===== src/rtl/core/clas_pkg.sv =====
// shared types, constants and defaults for the command line argument splitter
package clas_pkg;

  // parameter defaults
  localparam int MAX_RUN_DEF     = 31;
  localparam int CHAR_BITS_DEF   = 16;
  localparam int QUEUE_DEPTH_DEF = 4;

  // widths fixed by the field list
  localparam int CH_W    = 16;
  localparam int CNT_W   = 16;
  localparam int FLUSH_W = 6;

  // character codes
  localparam logic [CH_W-1:0] CH_QUOTE  = 16'h0022;
  localparam logic [CH_W-1:0] CH_BSLASH = 16'h005C;
  localparam logic [CH_W-1:0] CH_SPACE  = 16'h0020;
  localparam logic [CH_W-1:0] CH_TAB    = 16'h0009;
  localparam logic [CH_W-1:0] CH_NUL    = 16'h0000;

  // result kinds
  localparam logic [1:0] KIND_CHAR = 2'd0;
  localparam logic [1:0] KIND_ARG  = 2'd1;
  localparam logic [1:0] KIND_LINE = 2'd2;

  localparam logic [CNT_W-1:0] CNT_MAX = 16'hFFFF;

  // one classified character: backslashes to flush, then the tail results
  typedef struct packed {
    logic [FLUSH_W-1:0] flush;
    logic               emit;
    logic               end_arg;
    logic               end_line;
    logic [CH_W-1:0]    chr;
    logic               ovf;
    logic [CNT_W-1:0]   arg_total;
    logic [CNT_W-1:0]   char_total;
  } entry_t;

endpackage


===== src/rtl/core/clas_front.sv =====
// front part: takes characters, runs the splitting rules and queues work
module clas_front #(
  parameter int MAX_RUN   = 31,
  parameter int CHAR_BITS = 16
) (
  input  logic                  clk,
  input  logic                  rst,
  input  logic                  ch_valid,
  output logic                  ch_stall,
  input  logic [15:0]           ch,
  input  logic                  q_full,
  output logic                  push,
  output clas_pkg::entry_t      entry
);
  import clas_pkg::*;

  localparam int RUN_W = $clog2(MAX_RUN + 1);

  logic             first_arg_mode, first_arg_mode_next;
  logic             quoted, quoted_next;
  logic             quote_pending, quote_pending_next;
  logic             inside_arg, inside_arg_next;
  logic [RUN_W-1:0] slash_run, slash_run_next;
  logic             overflow_seen, overflow_seen_next;
  logic [CNT_W-1:0] arg_counter, arg_counter_next;
  logic [CNT_W-1:0] char_counter, char_counter_next;

  logic             accept;
  logic [CH_W-1:0]  c;
  logic             is_q, is_bs, is_nul, is_blank;
  logic [CNT_W:0]   char_sum;

  assign ch_stall = q_full;
  assign accept   = ch_valid && !q_full;

  // character class
  assign c        = CH_W'(ch[CHAR_BITS-1:0]);
  assign is_q     = (c == CH_QUOTE);
  assign is_bs    = (c == CH_BSLASH);
  assign is_nul   = (c == CH_NUL);
  assign is_blank = (c == CH_SPACE) || (c == CH_TAB);

  // splitting rules and the saturating totals after this character
  always_comb begin
    logic done;
    done                = 1'b0;
    first_arg_mode_next = first_arg_mode;
    quoted_next         = quoted;
    quote_pending_next  = quote_pending;
    inside_arg_next     = inside_arg;
    slash_run_next      = slash_run;
    overflow_seen_next  = overflow_seen;
    entry.flush         = '0;
    entry.emit          = 1'b0;
    entry.end_arg       = 1'b0;
    entry.end_line      = 1'b0;
    entry.chr           = c;
    if (first_arg_mode) begin
      if (is_q) begin
        quoted_next = !quoted;
      end else if (is_nul) begin
        entry.end_arg  = 1'b1;
        entry.end_line = 1'b1;
      end else if (!quoted && is_blank) begin
        entry.end_arg       = 1'b1;
        first_arg_mode_next = 1'b0;
        quoted_next         = 1'b0;
      end else begin
        entry.emit = 1'b1;
      end
    end else begin
      // settle a quote seen inside quotes
      if (quote_pending) begin
        quote_pending_next = 1'b0;
        if (is_q) begin
          entry.emit = 1'b1;
          entry.chr  = CH_QUOTE;
          done       = 1'b1;
        end else begin
          quoted_next = 1'b0;
        end
      end
      // backslash run, saturating
      if (!done && is_bs) begin
        inside_arg_next = 1'b1;
        if (slash_run < RUN_W'(MAX_RUN)) begin
          slash_run_next = slash_run + 1'b1;
        end else begin
          overflow_seen_next = 1'b1;
        end
        done = 1'b1;
      end
      // between arguments
      if (!done && !inside_arg) begin
        if (is_blank) begin
          done = 1'b1;
        end else if (is_nul) begin
          entry.end_line = 1'b1;
          done           = 1'b1;
        end else begin
          inside_arg_next = 1'b1;
        end
      end
      // inside an argument
      if (!done) begin
        slash_run_next = '0;
        if (is_q) begin
          entry.flush = FLUSH_W'(slash_run >> 1);
          if (slash_run[0]) begin
            entry.emit = 1'b1;
            entry.chr  = CH_QUOTE;
          end else if (quoted_next) begin
            quote_pending_next = 1'b1;
          end else begin
            quoted_next = 1'b1;
          end
        end else begin
          entry.flush = FLUSH_W'(slash_run);
          if (is_nul) begin
            entry.end_arg  = 1'b1;
            entry.end_line = 1'b1;
          end else if (!quoted_next && is_blank) begin
            entry.end_arg   = 1'b1;
            inside_arg_next = 1'b0;
          end else begin
            entry.emit = 1'b1;
          end
        end
      end
    end

    // saturating totals
    char_sum = (CNT_W+1)'(char_counter) + (CNT_W+1)'(entry.flush)
             + (CNT_W+1)'(entry.emit) + (CNT_W+1)'(entry.end_arg);
    if (char_sum > (CNT_W+1)'(CNT_MAX)) begin
      char_counter_next = CNT_MAX;
    end else begin
      char_counter_next = char_sum[CNT_W-1:0];
    end
    if (entry.end_arg && (arg_counter != CNT_MAX)) begin
      arg_counter_next = arg_counter + 1'b1;
    end else begin
      arg_counter_next = arg_counter;
    end
    entry.ovf        = overflow_seen_next;
    entry.arg_total  = arg_counter_next;
    entry.char_total = char_counter_next;
  end

  assign push = accept && ((entry.flush != '0) || entry.emit || entry.end_arg
                           || entry.end_line);

  // state registers, back to reset at the end of a line
  always_ff @(posedge clk) begin
    if (rst || (accept && entry.end_line)) begin
      first_arg_mode <= 1'b1;
      quoted         <= 1'b0;
      quote_pending  <= 1'b0;
      inside_arg     <= 1'b0;
      slash_run      <= '0;
      overflow_seen  <= 1'b0;
      arg_counter    <= '0;
      char_counter   <= '0;
    end else if (accept) begin
      first_arg_mode <= first_arg_mode_next;
      quoted         <= quoted_next;
      quote_pending  <= quote_pending_next;
      inside_arg     <= inside_arg_next;
      slash_run      <= slash_run_next;
      overflow_seen  <= overflow_seen_next;
      arg_counter    <= arg_counter_next;
      char_counter   <= char_counter_next;
    end
  end

endmodule


===== src/rtl/core/clas_fifo.sv =====
// short queue of classified characters between front and back
module clas_fifo #(
  parameter int DEPTH = 4
) (
  input  logic             clk,
  input  logic             rst,
  input  logic             push,
  input  clas_pkg::entry_t wr_data,
  output logic             full,
  input  logic             pop,
  output logic             rd_valid,
  output clas_pkg::entry_t rd_data
);
  import clas_pkg::*;

  localparam int PTR_W = (DEPTH > 1) ? $clog2(DEPTH) : 1;
  localparam int CNT_W = $clog2(DEPTH + 1);

  entry_t             mem [DEPTH];
  logic [PTR_W-1:0]   wr_ptr;
  logic [PTR_W-1:0]   rd_ptr;
  logic [CNT_W-1:0]   count;

  assign full     = (count == CNT_W'(DEPTH));
  assign rd_valid = (count != '0);
  assign rd_data  = mem[rd_ptr];

  // storage
  always_ff @(posedge clk) begin
    if (push) begin
      mem[wr_ptr] <= wr_data;
    end
  end

  // pointers and fill level
  always_ff @(posedge clk) begin
    if (rst) begin
      wr_ptr <= '0;
      rd_ptr <= '0;
      count  <= '0;
    end else begin
      if (push) begin
        wr_ptr <= (wr_ptr == PTR_W'(DEPTH - 1)) ? '0 : wr_ptr + 1'b1;
      end
      if (pop) begin
        rd_ptr <= (rd_ptr == PTR_W'(DEPTH - 1)) ? '0 : rd_ptr + 1'b1;
      end
      if (push && !pop) begin
        count <= count + 1'b1;
      end else if (pop && !push) begin
        count <= count - 1'b1;
      end
    end
  end

endmodule


===== src/rtl/core/clas_back.sv =====
// back part: expands queued work into one result per cycle while the output is not stalled
module clas_back (
  input  logic             clk,
  input  logic             rst,
  input  logic             q_valid,
  input  clas_pkg::entry_t q_data,
  output logic             pop,
  output logic             res_valid,
  input  logic             res_stall,
  output logic [1:0]       kind,
  output logic [15:0]      out_char,
  output logic [15:0]      arg_total,
  output logic [15:0]      char_total,
  output logic             run_overflow,
  output logic             last
);
  import clas_pkg::*;

  entry_t           work;
  logic             busy;
  logic             res_free;
  logic             produce;
  logic             fin;
  logic [1:0]       k;
  logic [CH_W-1:0]  chr;
  logic             clr_emit, clr_arg;

  assign res_free = !res_valid || !res_stall;
  assign produce  = res_free && busy;
  assign pop      = q_valid && (!busy || (produce && fin));

  // next result of the work in hand
  always_comb begin
    chr      = CH_NUL;
    clr_emit = 1'b0;
    clr_arg  = 1'b0;
    if (work.flush != '0) begin
      k   = KIND_CHAR;
      chr = CH_BSLASH;
      fin = (work.flush == FLUSH_W'(1)) && !work.emit && !work.end_arg && !work.end_line;
    end else if (work.emit) begin
      k        = KIND_CHAR;
      chr      = work.chr;
      clr_emit = 1'b1;
      fin      = !work.end_arg && !work.end_line;
    end else if (work.end_arg) begin
      k       = KIND_ARG;
      clr_arg = 1'b1;
      fin     = !work.end_line;
    end else begin
      k   = KIND_LINE;
      fin = 1'b1;
    end
  end

  // work register and output valid
  always_ff @(posedge clk) begin
    if (rst) begin
      busy      <= 1'b0;
      res_valid <= 1'b0;
    end else begin
      if (produce) begin
        res_valid <= 1'b1;
      end else if (res_free) begin
        res_valid <= 1'b0;
      end
      if (pop) begin
        busy <= 1'b1;
        work <= q_data;
      end else begin
        if (produce && fin) begin
          busy <= 1'b0;
        end
        if (produce) begin
          if (work.flush != '0) begin
            work.flush <= work.flush - 1'b1;
          end
          if (clr_emit) begin
            work.emit <= 1'b0;
          end
          if (clr_arg) begin
            work.end_arg <= 1'b0;
          end
        end
      end
    end
  end

  // output payload
  always_ff @(posedge clk) begin
    if (produce) begin
      kind         <= k;
      out_char     <= chr;
      arg_total    <= (k == KIND_LINE) ? work.arg_total : '0;
      char_total   <= (k == KIND_LINE) ? work.char_total : '0;
      run_overflow <= work.ovf;
      last         <= fin;
    end
  end

endmodule


===== src/rtl/core/command_line_argument_splitter.sv =====
// top level of the command line argument splitter
// path: a result passes through the queue, the back part's work register and the output register
// throughput: one character per cycle while each makes at most one result and the output is
//   not stalled; a character that flushes n backslashes makes n plus its tail results in turn
// the four-entry queue lets the front keep taking characters while the back part expands them
// reset: synchronous, clears splitter state, queue and output valid; no clearing pass
module command_line_argument_splitter #(
  parameter int MAX_RUN     = clas_pkg::MAX_RUN_DEF,
  parameter int CHAR_BITS   = clas_pkg::CHAR_BITS_DEF,
  parameter int QUEUE_DEPTH = clas_pkg::QUEUE_DEPTH_DEF
) (
  input  logic        clk,
  input  logic        rst,
  input  logic        ch_valid,
  output logic        ch_stall,
  input  logic [15:0] ch,
  output logic        res_valid,
  input  logic        res_stall,
  output logic [1:0]  kind,
  output logic [15:0] out_char,
  output logic [15:0] arg_total,
  output logic [15:0] char_total,
  output logic        run_overflow,
  output logic        last
);
  import clas_pkg::*;

  entry_t push_data;
  entry_t q_data;
  logic   push;
  logic   q_full;
  logic   q_valid;
  logic   pop;

  // classify characters
  clas_front #(
    .MAX_RUN   (MAX_RUN),
    .CHAR_BITS (CHAR_BITS)
  ) u_front (
    .clk      (clk),
    .rst      (rst),
    .ch_valid (ch_valid),
    .ch_stall (ch_stall),
    .ch       (ch),
    .q_full   (q_full),
    .push     (push),
    .entry    (push_data)
  );

  // decoupling queue
  clas_fifo #(
    .DEPTH (QUEUE_DEPTH)
  ) u_fifo (
    .clk      (clk),
    .rst      (rst),
    .push     (push),
    .wr_data  (push_data),
    .full     (q_full),
    .pop      (pop),
    .rd_valid (q_valid),
    .rd_data  (q_data)
  );

  // expand into results
  clas_back u_back (
    .clk          (clk),
    .rst          (rst),
    .q_valid      (q_valid),
    .q_data       (q_data),
    .pop          (pop),
    .res_valid    (res_valid),
    .res_stall    (res_stall),
    .kind         (kind),
    .out_char     (out_char),
    .arg_total    (arg_total),
    .char_total   (char_total),
    .run_overflow (run_overflow),
    .last         (last)
  );

  // end of line always closes the results of its character
  a_line_last: assert property (@(posedge clk) disable iff (rst)
    res_valid && (kind == KIND_LINE) |-> last)
    else $error("end of line result without last");

  // totals only on the end of line
  a_totals_zero: assert property (@(posedge clk) disable iff (rst)
    res_valid && (kind != KIND_LINE) |-> (arg_total == '0) && (char_total == '0))
    else $error("totals on a result that is not end of line");

  // only character results carry a character
  a_char_zero: assert property (@(posedge clk) disable iff (rst)
    res_valid && (kind != KIND_CHAR) |-> (out_char == '0))
    else $error("character on a mark result");

  // kind stays within its codes
  a_kind_code: assert property (@(posedge clk) disable iff (rst)
    res_valid |-> (kind == KIND_CHAR) || (kind == KIND_ARG) || (kind == KIND_LINE))
    else $error("unknown result kind");

endmodule


===== config.mk =====
export PLATFORM = sky130hd
export DESIGN_NAME = command_line_argument_splitter
export DESIGN_NICKNAME = d
export VERILOG_FILES = /design/src/rtl/core/clas_pkg.sv /design/src/rtl/core/clas_front.sv /design/src/rtl/core/clas_fifo.sv /design/src/rtl/core/clas_back.sv /design/src/rtl/core/command_line_argument_splitter.sv
export SDC_FILE = /design/constraint.sdc
export NUM_CORES = 1
export LEC_CHECK = 0
export BUFFER_PORTS_ARGS = -buffer_cell sky130_fd_sc_hd__buf_2
export CORE_MARGIN = 1
export CORE_UTILIZATION = 50
export CTS_CLUSTER_DIAMETER = 200
export DETAILED_ROUTE_END_ITERATION = 6
export PLACE_DENSITY = 0.73
export SLEW_MARGIN = 20
export SYNTH_ARGS = -nofsm -noshare
export SYNTH_HDL_FRONTEND = slang
export SYNTH_HIERARCHICAL = 1
export SYNTH_SLANG_ARGS = --single-unit

===== constraint.sdc =====
create_clock -name clk -period 6.4 [get_ports clk]
set_clock_uncertainty 0.15 [all_clocks]
set_input_delay 0.32 -clock clk [delete_from_list [all_inputs] [get_ports clk]]
set_output_delay 0.32 -clock clk [all_outputs]
set_load 0.02 [all_outputs]

# After elaboration in Yosys (flattened, before gate mapping)
# Memory sizes are Yosys's and may differ from the RTL's. A register that Yosys moved wholly into a read port is not among the register bits.
# Cells that the tools add are included.
# Widths: inputs -> output; s select.
dict set report totals {
  reg_bits 161
  latch_bits 0
  mem_bits_rw 228
  rom_bits 0
  input_bits 20
  memories 1
}
# memory words width rd rd_clocked_by_memory_dff write_ports line
set mem_list {}
lappend mem_list {u_fifo.mem 4 57 1 1 1 clas_fifo.sv:19} ;# entry_t mem [DEPTH];
dict set report classes {
  n_addsub 10
  n_mul 0
  div_mod_pow 0
  magnitude_cmp 2
  eq_ne 14
  n_shift 0
  n_mux 95
  n_bitwise 3
  reduce_logical 57
}
# op count
set op_table {}
lappend op_table {{$mux 16} 7}
lappend op_table {{$mux 1} 66}
lappend op_table {{$add 17x1->17} 2}
lappend op_table {{$eq 16x6->1 const B} 2}
lappend op_table {{$mux 24} 1}
lappend op_table {{$mux 5} 4}
lappend op_table {{$add 16x5->17} 1}
lappend op_table {{$gt 17x16->1 const B} 1}
lappend op_table {{$logic_and 1x1->1} 17}
lappend op_table {{$add 16x1->16 const B} 1}
lappend op_table {{$eq 16x4->1 const B} 1}
lappend op_table {{$eq 16x7->1 const B} 1}
lappend op_table {{$logic_not 16->1} 1}
lappend op_table {{$mux 2} 8}
lappend op_table {{$mux 8} 2}
lappend op_table {{$ne 16x16->1 const B} 1}
lappend op_table {{$logic_not 1->1} 14}
lappend op_table {{$reduce_bool 2->1} 7}
lappend op_table {{$mux 3} 4}
lappend op_table {{$mux 6} 2}
lappend op_table {{$reduce_and 3->1} 4}
lappend op_table {{$reduce_bool 6->1} 2}
lappend op_table {{$logic_or 1x1->1} 7}
lappend op_table {{$mux 7} 1}
lappend op_table {{other kinds (16)} 24}

# Logic depth before layout (Yosys ltp)
# Gate-level depths: netlist of the first run.
dict set report depth {
  ltp_word 24
  ltp_mapped 20
  ltp_nobuf 17
}

# By module
# The synthesis of the first run kept the hierarchy.
# mod instances cells_per_inst area_each_um2 seq_area_each_um2
set by_module_without_submodules {}
lappend by_module_without_submodules {clas_fifo 1 347 8834.7 7146.9}
lappend by_module_without_submodules {clas_back 1 216 4038.9 3343.2}
lappend by_module_without_submodules {clas_front 1 432 3266.9 840.8}

# Worst setup path after synthesis of the first run
# Ideal clock, no wire load.
dict set report synth_timing {
  kind {input to register}
  from {input ch[8]}
  to {memory u_fifo/mem[0][10] (netlist name), data pin}
  t_arrival_ns 4.173
  required_time_ns 5.983
  setup_slack_ns 1.811
  path_stages 19
  cell_sequence {nor4_2 > and2_1 > and3_1 > buf_4 > o221ai_2 > and2_4 > buf_6 > buf_2 > fa_1 > inv_1 > ha_1 > fa_1 > a21oi_1 > o21bai_1 > and2_1 > o31a_1 > clkbuf_1 > nand2_1 > mux2_2}
}
# element line
set synth_lines {}
lappend synth_lines {{from (decl)} command_line_argument_splitter.sv:16} ;# input logic [15:0] ch,
lappend synth_lines {{to (decl)} clas_fifo.sv:19}

==> summary.md, run 1 <==
| Metric | Value |
|---|---|
| Yosys top cell by area | `edfxtp_1` |
| Count of pins over their slew limit | `0` |
| # diodes | `0` |
| Net Count, Synth | `1,038` |
| 1st-iter DRT viols | `704` |
| Period utilization | `86.6%` |
| Port Buf Inserts | `73` |
| Worst setup SP type | `input pin` |
| Netlist Area Pre-Place | `16,100 sq um` |
| Post-synth EDFFs | `342` |
| FF-to-FF setup slack | `1.76 ns` |
| Core Footprint | `31,600 sq um` |
| Count leader, synth | `edfxtp_1` |
| Area occupied by multi-input gates | `4400 sq um` |
| Commonest cells in the netlist | `edfxtp_1 (342), and2_1 (58), mux4_2 (58)` |
| Pwr dens | `370 nW/um^2` |
| Critical-path top delay cell | `nor4_2` |
| CP Class | `in -> reg` |
| Worst-Skew Late Latency | `0.52 ns` |
| Vias | `8,562` |
| Dpl cells | `1,423` |
| Worst reg2reg path endpoint | `u_fifo/mem[0][9]` |
| End point of the critical path | `u_fifo/mem[0][9]` |
| Starting density of the core | `51.0%` |
| CTS Sinks | `395` |
| #FFs+latches synth | `395` |
| Clk buf depth | `3` |
| Setup bufs post-CTS | `0` |
| Post-Layout Cell Count | `1,510` |
| Cells after Synth | `995` |
| CP peak stage delay | `0.63 ns` |
| Sequential share of the synthesized area | `70.2%` |
| Synth cell types | `73` |
| Dpl hpwl | `17,800 microns` |
| Top cells by area, synth | `edfxtp_1 (64%), mux4_2 (8.1%), dfxtp_1 (6.6%)` |
| Vias in the first global route | `8,546` |
| Fraction of layout cells with a size suffix above 1 | `21.5%` |
| R2R Path Start | `u_front/first_arg_mode` |
| Row count | `65` |
| Yosys warnings | `6` |
| Top cell type's share of synthesized area | `63.6%` |
| Critical path capture point type | `flop` |
| Fillers | `2,345` |
| Avg Cell Area, Syn | `16.2 sq um` |
| Die Span X | `182 microns` |
| Largest net degree at the start of global routing | `59` |
| Area growth syn-to-layout | `12.8%` |
| First-pass GRT wire length | `46,800 microns` |
| CTS buffer count | `38` |
| Post-Route Setup TNS | `0 ns` |
| Clock transition at path regs | `0.06 ns` |
| Register area | `11,300 sq um` |
| Req. time, crit path | `6.50 ns` |
| Worst-Margin Slew | `1.16 ns` |
| GRT Total Usage | `18.4%` |
| Final wirelength | `29,900 microns` |
| Final RePlAce weighted congestion | `0.865` |
| Clk Tree Root Cell | `clkbuf_16` |
| Max FO, Critical Path | `24` |
| Peak VDD IR | `0.172 mV` |
| Ys async rst share | `0%` |
| Vias per inst | `5.67` |
| Die Ht | `182 microns` |
| Crit-path cells | `dlygate4sd3_1, buf_2, nor4_2, and2_1, and3_1, o221ai_2, and2_4, fa_1, inv_1, ha_1, fa_1, a21oi_1, o21bai_1, and2_1, o31a_1, nand2_1, nand2_1, mux2_2` |
| Die ar. | `33,000 sq um` |
| Crit path depth | `18` |
| Routed wire per std cell | `19.8 microns` |
| Period minus WS final | `5.55 ns` |
| Setup violations, final | `0` |
| Final ANT Viol Nets | `0` |
| Lkg Pwr | `6.27 nW` |
| Initial antenna violation count | `0` |
| MaxCap Viol Count | `0` |
| R2R depth | `15` |
| CTS tree | `built` |
| Grt ovf | `0` |
| Final #Nets | `1,122` |
| Status | `completed` |
| Delay-heaviest family, CP | `simple AND/OR/NAND/NOR gates` |
| # DRC | `0` |
| Worst slew margin | `22.6%` |
| RSZ-0062 raised after global routing | `no` |
| H-tree levels | `2` |
| Worst Path Arrival | `5.65 ns` |
| Synth Flop Type | `edfxtp_1` |
| # IOs | `74` |
| Final hold vios | `0` |
| CP Launch Point | `ch[8]` |
| Pre-Repair DR Iteration Count | `5` |
| Hold Path Class | `in -> reg` |
| Max frequency | `180 MHz` |
| Crit path buf inv count | `3` |
repair_timing:
action / 4_1_cts / 5_1_grt
hold buffers: 17 / 0
hold endpoints to repair: 66 / 0
resized for setup: 0 / 0
layer usage:
metal,vias to the layer above,global-route usage [%],wire length (microns)
li1,3977,-,-
met1,4264,24.7,12800
met2,275,31.0,14700
met3,46,2.67,1780
met4,0,5.73,649
met5,-,0,0
sequential cells by signal, indices dropped and copies added, names as in the netlist, 2 cells and up, named ones only:
name                  flops
u_front/arg_counter      16
u_back/work              58
u_fifo/mem              232
u_fifo/count              3
u_back/kind               2
u_back/arg_total         16
u_fifo/wr_ptr             2
u_back/out_char          16
u_front/slash_run         5
u_fifo/rd_ptr             2
u_back/char_total        16
u_front/char_counter     16
layout by cell type (no fill, tap or decap), types with 6 or more instances in the layout:
master	Yosys	final
a21o_1	8	8
a21oi_1	40	40
a311oi_1	9	9
a31oi_1	10	10
and2_1	58	53
and3_1	12	12
buf_2	8	73
buf_4	7	14
clkbuf_1	36	9
clkbuf_16	0	39
clkbuf_8	0	6
clkinv_2	0	6
dfxtp_1	53	51
dlygate4sd3_1	0	17
edfxtp_1	342	342
ha_1	20	20
inv_1	22	22
mux2_2	7	7
mux2i_1	10	10
mux4_2	58	58
nand2_1	57	57
nand3_1	12	12
nand4_1	9	9
nor2_1	52	51
nor3_1	18	18
o21ai_0	12	12
o31ai_1	8	8
or3_1	7	7
xnor2_1	12	12
xor2_1	17	17
how the worst min path moves through the flow:
stage,startpoint,to,slack [ns],depth (start not counted)
2_1_floorplan,rst,u_fifo/count[2],0.24,1
3_3_place_gp,u_back/work[32],u_back/run_overflow,0.26,0
3_5_place_dp,u_back/work[32],u_back/run_overflow,0.28,0
4_1_cts,rst,u_fifo/count[1],0.04,2
5_1_grt,rst,u_fifo/count[1],0.08,2
6_report,rst,u_fifo/count[1],0.05,2
cell families (layout without fill, tap and decap cells):
kind of cell,after synthesis,in the layout,share of synthesized area (%)
compound gates,115,115,4.84
mux,81,81,9.64
other cells,1,1,0.0232
flops,395,395,70.2
fa+ha+maj,23,23,1.92
simple gates,266,266,9.16
buf+inv,85,198,2.64
xor+xnor,29,29,1.57
through the flow:
step	hold slack, ns	total power [W]	setup WS (ns)	cell area [sq um]	util [%]
final	0.0488	0.00673	0.854	18200	57.5
after global routing	0.0792	0.00701	0.627	18200	57.5
after CTS	0.0352	0.00680	0.911	18200	57.5
after detailed placement	0.278	0.00462	0.930	16800	53.1
after global placement	0.260	0.00459	1.03	16800	53.1
after floorplan	0.239	0.00432	1.81	16100	-
area by class of cell:
class	instances	share of cell area (%)
clock buffers	54	6.00
clock inverters	15	0.715
inverters	24	0.495
multi-input cells	515	24.2
flip-flops and latches	395	62.3
well taps	402	2.76
repair buffers	105	3.60
where the power goes:
| part | leakage [nW] | switching [W] | total [W] | internal (W) |
|---|---|---|---|---|
| sequential | 3.63 | 0.000165 | 0.00341 | 0.00324 |
| clock | 0.601 | 0.000895 | 0.00217 | 0.00127 |
| combinational | 2.04 | 0.000657 | 0.00115 | 0.000495 |
Note: power is estimated with default switching activity, not from simulation.
==> run 2, diff against run 1 <==
--- a/config.mk
+++ b/config.mk
@@ -14,5 +14,4 @@
 export SLEW_MARGIN = 20
 export SYNTH_ARGS = -nofsm -noshare
 export SYNTH_HDL_FRONTEND = slang
-export SYNTH_HIERARCHICAL = 1
 export SYNTH_SLANG_ARGS = --single-unit
==> run 2 against run 1 <==
Compared with the run above: the run now ends with DRC left; power grew 0.84%; maximum frequency grew 2.8%; setup slack gained 0.15 ns; sequential power is essentially flat; critical path depth shrank 3; cell count shrank 0.26%; non-clock buffer count shrank 2; synthesized area shrank 2.2%; combinational power shrank 6%; via count grew 0.26%; sequential share of layout area shrank 0.31 points; largest cell class unchanged.
==> summary.md, run 2 <==
| Metric | Value |
|---|---|
| Lkg Pwr | `6.25 nW` |
| Die ar. | `32,300 sq um` |
| Crit-path cells | `dlygate4sd3_1, buf_2, nor4_4, nand4_1, nor2_1, nand2_1, a21oi_1, fa_1, ha_1, fa_1, a21o_1, a21oi_1, o21ai_0, nand4_1, o21ai_0` |
| Min-Delay Endpoint | `u_fifo.count[0]` |
| Clk buf depth | `3` |
| Worst slew margin | `32.7%` |
| Yosys top cell by area | `edfxtp_1` |
| Pre-Repair DR Iteration Count | `7` |
| Commonest cells after routing, fill and taps aside | `edfxtp_1 (338), buf_2 (73), nor2_1 (68)` |
| Sequential share of the synthesized area | `71.0%` |
| Starting density of the core | `51.2%` |
| Clock transition at path regs | `0.06 ns` |
| # DRC | `5` |
| R2R Path Start | `u_front.inside_arg` |
| CP Class | `in -> reg` |
| Vias in the first global route | `8,724` |
| Avg Cell Area, Syn | `16.0 sq um` |
| CP peak stage delay | `0.65 ns` |
| Routed wire per std cell | `19.3 microns` |
| Worst-Margin Slew | `1.01 ns` |
| Port Buf Inserts | `73` |
| Top cells by area, synth | `edfxtp_1 (64%), mux4_2 (8.1%), dfxtp_1 (6.7%)` |
| Fraction of layout cells with a size suffix above 1 | `21.0%` |
| Post-Route Setup TNS | `0 ns` |
| R2R depth | `11` |
| Total power | `0.00679 W` |
| Max FFs per register | `228` |
| First-pass GRT wire length | `46,800 microns` |
| Period minus WS final | `5.39 ns` |
| MaxCap Viol Count | `0` |
| Worst-Skew Late Latency | `0.53 ns` |
| Final RePlAce weighted congestion | `0.888` |
| Synth cell types | `66` |
| Peak VDD IR | `0.191 mV` |
| Top cell type's share of synthesized area | `64.3%` |
| Die Ht | `180 microns` |
| Row count | `64` |
| Yosys warnings | `0` |
| 1st-iter DRT viols | `635` |
| Max FO, Critical Path | `18` |
| GRT Total Usage | `18.6%` |
| Hold Crit Depth | `2` |
| Core Footprint | `30,800 sq um` |
| H-tree levels | `2` |
| Post-cts sizing count | `0` |
| Ys async rst share | `0%` |
| Area growth syn-to-layout | `14.6%` |
| Setup bufs post-CTS | `0` |
| Setup violations, final | `0` |
| Count of pins over their slew limit | `0` |
| Most common cell after layout, fill and taps aside | `edfxtp_1` |
| CTS tree | `built` |
| Period utilization | `84.3%` |
| Count leader, synth | `edfxtp_1` |
| Worst Path Arrival | `5.41 ns` |
| # IOs | `74` |
| RSZ-0062 raised after global routing | `no` |
| CTS Sinks | `391` |
| Req. time, crit path | `6.42 ns` |
| Synth Flop Type | `edfxtp_1` |
| Netlist Area Pre-Place | `15,800 sq um` |
| Net Count, Synth | `1,031` |
| Dpl cell area | `16,600 sq um` |
| Die Span X | `180 microns` |
| Delay-heaviest family, CP | `simple AND/OR/NAND/NOR gates` |
| Vias | `8,584` |
| Crit path buf inv count | `2` |
| Status | `finished with violations` |
| Final hold vios | `0` |
| Post-route cell area | `18,100 sq um` |
| Top Registers | `u_fifo.mem: 228 flops, u_back.work: 58 flops` |
| Dpl hpwl | `17,500 microns` |
| FF-to-FF setup slack | `1.88 ns` |
| Initial antenna violation count | `0` |
| Max frequency | `185 MHz` |
| Startpoint of the worst hold path | `rst` |
| Commonest cells in the netlist | `edfxtp_1 (338), nor2_1 (69), mux4_2 (57)` |
| Critical path capture point type | `flop` |
| Final #Nets | `1,123` |
| Grt ovf | `0` |
| Fillers | `2,314` |
| Failing checks | `DRC` |
| Largest reg by FF count | `u_fifo.mem` |
| #FFs+latches synth | `391` |
| Cells after Synth | `988` |
| Fin Hold WS | `0.0765 ns` |
| Pwr dens | `375 nW/um^2` |
| Final ANT Viol Nets | `0` |
| Critical-path top delay cell | `nand4_1` |
| Worst reg2reg path endpoint | `u_fifo.mem[1][9]` |
| Clk Tree Root Cell | `clkbuf_16` |
| Largest net degree at the start of global routing | `58` |
| Register area | `11,200 sq um` |
| Area occupied by multi-input gates | `4340 sq um` |
| Final wirelength | `29,100 microns` |
| Worst setup SP type | `input pin` |
| Hold Path Class | `in -> reg` |
| # diodes | `0` |
| Vias per inst | `5.70` |
| CTS hold repair buffers | `17` |
| CTS buffer count | `40` |
| Post-synth EDFFs | `338` |
run 2: cell count changes in the layout (fill, tap and decap cells not counted), moves of 5 or more:
cell      previous run  this run
inv_1               22        16
a311oi_1             9         4
o31ai_1              8         1
nor4_1               2         9
nor3_1              18        23
o21ai_0             12        25
and3_1              12         7
nor2_1              51        68
xnor2_1             12        24
mux2_1               5         0
nand2_1             57        46
run 2: logic make-up (layout without fill, tap and decap cells):
kind of cell	Yosys count	count (layout)	synth area share [%]
compound gates	113	113	4.59
xor+xnor	42	42	2.33
fa+ha+maj	23	23	1.96
buf+inv	70	192	1.67
flops	391	391	71.0
mux	66	66	8.72
simple gates	283	283	9.74
run 2: metal layers:
metal  part of all wire, %  GRT usage (%)  vias to the layer above
li1                      -              -                     3969
met1                    44           25.0                     4323
met2                    49           31.4                      234
met3                   4.3           2.71                       58
met4                   2.4           5.72                        0
met5                     0              0                        -
run 2: how the worst max path moves through the flow:
stage	startpoint	end	cells after the start
CTS	ch[9]	u_fifo.mem[1][9]	15
floorplan	ch[2]	u_fifo.mem[0][7]	15
global route	ch[9]	u_front.char_counter[9]	16
detailed placement	ch[15]	u_fifo.mem[1][9]	14
finish	ch[9]	u_fifo.mem[1][9]	15
global placement	ch[9]	u_fifo.mem[0][9]	14
run 2: power breakdown:
group | total, W | switching [W] | leakage (nW) | internal (W)
registers | 0.00340 | 0.000180 | 3.66 | 0.00322
clock network | 0.00231 | 0.000921 | 0.637 | 0.00139
logic | 0.00108 | 0.000615 | 1.95 | 0.000465
run 2: area by class of cell:
cell class / instances / area share [%]
inverter: 17 / 0.352
sequential: 391 / 62.0
clock buffer: 55 / 6.18
clock inverter: 17 / 1.09
tap: 396 / 2.74
timing repair buffer: 103 / 3.70
multi-input combinational: 527 / 24.0
run 2: worst reg2reg max path: stages, from the launching register on:
cell and delay [ns]:
dfxtp_1 0.34, or4_4 0.56, nand4_2 0.20, a21oi_1 0.14
fa_1 0.49, ha_1 0.22, fa_1 0.40, a21o_1 0.20
a21oi_1 0.27, o21ai_0 0.21, nand4_1 0.65, o21ai_0 0.36
run 2: through the flow:
stage	setup WS, ns	util [%]	instances
6_report	1.01	58.7	1506
5_1_grt	0.501	58.7	1506
4_1_cts	0.981	58.7	1506
3_5_place_dp	1.01	53.9	1417
3_3_place_gp	1.19	53.9	1417
2_1_floorplan	1.86	-	988
==> run 3, diff against run 2 <==
--- a/config.mk
+++ b/config.mk
@@ -5,6 +5,7 @@
 export SDC_FILE = /design/constraint.sdc
 export NUM_CORES = 1
 export LEC_CHECK = 0
+export ABC_AREA = 1
 export BUFFER_PORTS_ARGS = -buffer_cell sky130_fd_sc_hd__buf_2
 export CORE_MARGIN = 1
 export CORE_UTILIZATION = 50
==> constraint.sdc (replaced) <==
create_clock -name clk -period 5.7 [get_ports clk]
set_clock_uncertainty 0.15 [all_clocks]
set_input_delay 0.285 -clock clk [delete_from_list [all_inputs] [get_ports clk]]
set_output_delay 0.285 -clock clk [all_outputs]
set_load 0.02 [all_outputs]
==> run 3 against run 2 <==
Compared with the run above: the run now ends clean; sequential power up 17%; critical path depth increased by 12; register-to-register slack got worse by 0.63 ns; final area grew 2.8%; critical endpoint is now u_front.char_counter[7]; highest routed layer unchanged; non-clock buffer count rose by 2.
==> summary.md, run 3 <==
| Metric | Value |
|---|---|
| CTS Sinks | `391` |
| Fraction of layout cells with a size suffix above 1 | `13.8%` |
| Period minus WS final | `5.12 ns` |
| Vias | `10,400` |
| Clk buf depth | `3` |
| Largest net degree at the start of global routing | `89` |
| Cells after Synth | `1,438` |
| Die ar. | `33,400 sq um` |
| Final RePlAce weighted congestion | `0.863` |
| Period utilization | `89.9%` |
| Count leader, synth | `edfxtp_1` |
| Max FO, Critical Path | `13` |
| Lkg Pwr | `7.22 nW` |
| Ys async rst share | `0%` |
| Final ANT Viol Nets | `0` |
| Synth Flop Type | `edfxtp_1` |
| Grt ovf | `0` |
| # diodes | `0` |
| Row count | `65` |
| Die Span X | `183 microns` |
| Top cells by area, synth | `edfxtp_1 (62%), dfxtp_1 (6.5%), nor2_1 (6.0%)` |
| Initial antenna violation count | `0` |
| Utilization after layout | `58.4%` |
| GRT Total Usage | `20.1%` |
| Status | `completed` |
| Clock transition at path regs | `0.06 ns` |
| Worst setup SP type | `input pin` |
| Synth cell types | `46` |
| Critical path capture point type | `flop` |
| Netlist Area Pre-Place | `16,300 sq um` |
| Yosys top cell by area | `edfxtp_1` |
| First-pass GRT wire length | `52,400 microns` |
| Setup violations, final | `0` |
| Max FFs per register | `228` |
| CP Class | `in -> reg` |
| Largest reg by FF count | `u_fifo.mem` |
| Dpl hpwl | `19,100 microns` |
| Sequential share of the synthesized area | `68.7%` |
| # IOs | `74` |
| Post-synth EDFFs | `338` |
| CTS buffer count | `38` |
| Total power | `0.00851 W` |
| Die Ht | `183 microns` |
| Peak VDD IR | `0.265 mV` |
| 1st-iter DRT viols | `890` |
| CTS tree | `built` |
| Commonest cells in the netlist | `edfxtp_1 (338), nor2_1 (261), inv_1 (159)` |
| # DRC | `0` |
| Worst Path Arrival | `5.38 ns` |
| Req. time, crit path | `5.96 ns` |
| Commonest cells after routing, fill and taps aside | `edfxtp_1 (338), nor2_1 (256), o21ai_0 (158)` |
| Worst-Margin Slew | `1.01 ns` |
| Routed wire per std cell | `16.6 microns` |
| Dpl cells | `1,887` |
| Final wirelength | `32,700 microns` |
| Clk Tree Root Cell | `clkbuf_16` |
| Avg Cell Area, Syn | `11.4 sq um` |
| Worst slew margin | `32.8%` |
| Net Count, Synth | `1,481` |
| Worst-Skew Late Latency | `0.53 ns` |
| Top Registers | `u_fifo.mem: 228 flops, u_back.work: 58 flops` |
| Yosys warnings | `0` |
| H-tree levels | `2` |
| Pre-Repair DR Iteration Count | `5` |
| Hold Path Class | `in -> reg` |
| Starting density of the core | `51.2%` |
| Pwr dens | `457 nW/um^2` |
| Most common cell after layout, fill and taps aside | `edfxtp_1` |
| MaxCap Viol Count | `0` |
| Post-cts sizing count | `0` |
| Final hold vios | `0` |
| Vias in the first global route | `10,200` |
| Top cell type's share of synthesized area | `62.2%` |
| Vias per inst | `5.28` |
| Post-Route Setup TNS | `0 ns` |
| Area growth syn-to-layout | `14.0%` |
| Core Footprint | `31,900 sq um` |
| RSZ-0062 raised after global routing | `no` |
| Count of pins over their slew limit | `0` |
| #FFs+latches synth | `391` |
| Fillers | `2,548` |
| Final #Nets | `1,553` |
| Port Buf Inserts | `73` |
| Max frequency | `195 MHz` |
| Post-Layout Cell Count | `1,973` |
[run 3: per-layer routing]
| metal | part of all wire [%] | up-vias | GRT usage, % |
|---|---|---|---|
| met5 | 0 | - | 0 |
| met4 | 2.8 | 0 | 7.36 |
| met3 | 4.9 | 65 | 2.61 |
| met2 | 49 | 256 | 34.2 |
| met1 | 44 | 5019 | 26.4 |
| li1 | - | 5073 | - |
[run 3: critical path: stages]
cell and delay [ns]:
dlygate4sd3_1 0.53, buf_2 0.15, nor2_1 0.11, nand2_1 0.09, nor2_4 0.34, nand3_2 0.29
nand2_2 0.19, nand2_2 0.11, nand2_2 0.12, nor2_1 0.08, nand2_1 0.10, nand2_2 0.10
fa_1 0.49, ha_1 0.22, fa_1 0.41, nand3_1 0.10, nand2_1 0.09, nand3_1 0.08
nand2_1 0.11, nand4_1 0.14, nor2_1 0.08, nand3_1 0.10, nor2_1 0.05, nand2_1 0.39
o21ai_0 0.31, o21ai_0 0.24, inv_1 0.06
[run 3: final timing paths]
| path | startpoint | to | slack, ns | depth (start not counted) |
|---|---|---|---|---|
| worst max-delay path | ch[13] | u_front.char_counter[7] | 0.58 | 27 |
| worst min-delay path | res_stall | u_back.busy | 0.12 | 5 |
| worst min register to register | u_back.work[32] | u_back.run_overflow | 0.28 | 0 |
| worst max register to register | u_front.first_arg_mode | u_front.char_counter[7] | 1.25 | 19 |
[run 3: what timing repair did]
action | 4_1_cts | 5_1_grt
hold buffers | 18 | 0
endpoints found under the setup margin | 0 | 0
hold endpoints to repair | 66 | 0
buffers inserted | 0 | 0
[run 3: where the power goes]
group | leakage [nW] | switching (W) | internal, W
clock network | 0.648 | 0.00101 | 0.00162
logic | 2.98 | 0.00135 | 0.000545
registers | 3.59 | 0.000204 | 0.00378
[run 3: cells by family (layout without fill, tap and decap cells)]
group	count (synthesis)	after routing	synth area share, %
fa+ha+maj	23	23	1.90
xor+xnor	24	24	1.29
buf+inv	235	335	5.69
compound gates	283	283	9.58
flops	391	391	68.7
simple gates	482	482	12.9
[run 3: metrics by stage]
step / area, sq um / worst slack, ns / hold slack [ns]
final: 18600 / 0.578 / 0.123
after global routing: 18600 / 0.0382 / 0.170
after CTS: 18600 / 0.615 / 0.107
after detailed placement: 17100 / 0.612 / 0.269
after global placement: 17100 / 0.734 / 0.256
after floorplan: 16300 / 1.09 / 0.204
[run 3: area by class of cell]
class / count / area [sq um] / share of cell area [%]
well taps: 435 / 544 / 2.92
clock inverters: 16 / 224 / 1.20
multi-input cells: 812 / 4230 / 22.7
inverters: 162 / 608 / 3.27
flip-flops and latches: 391 / 11200 / 60.2
clock buffers: 52 / 1100 / 5.89
repair buffers: 105 / 701 / 3.76
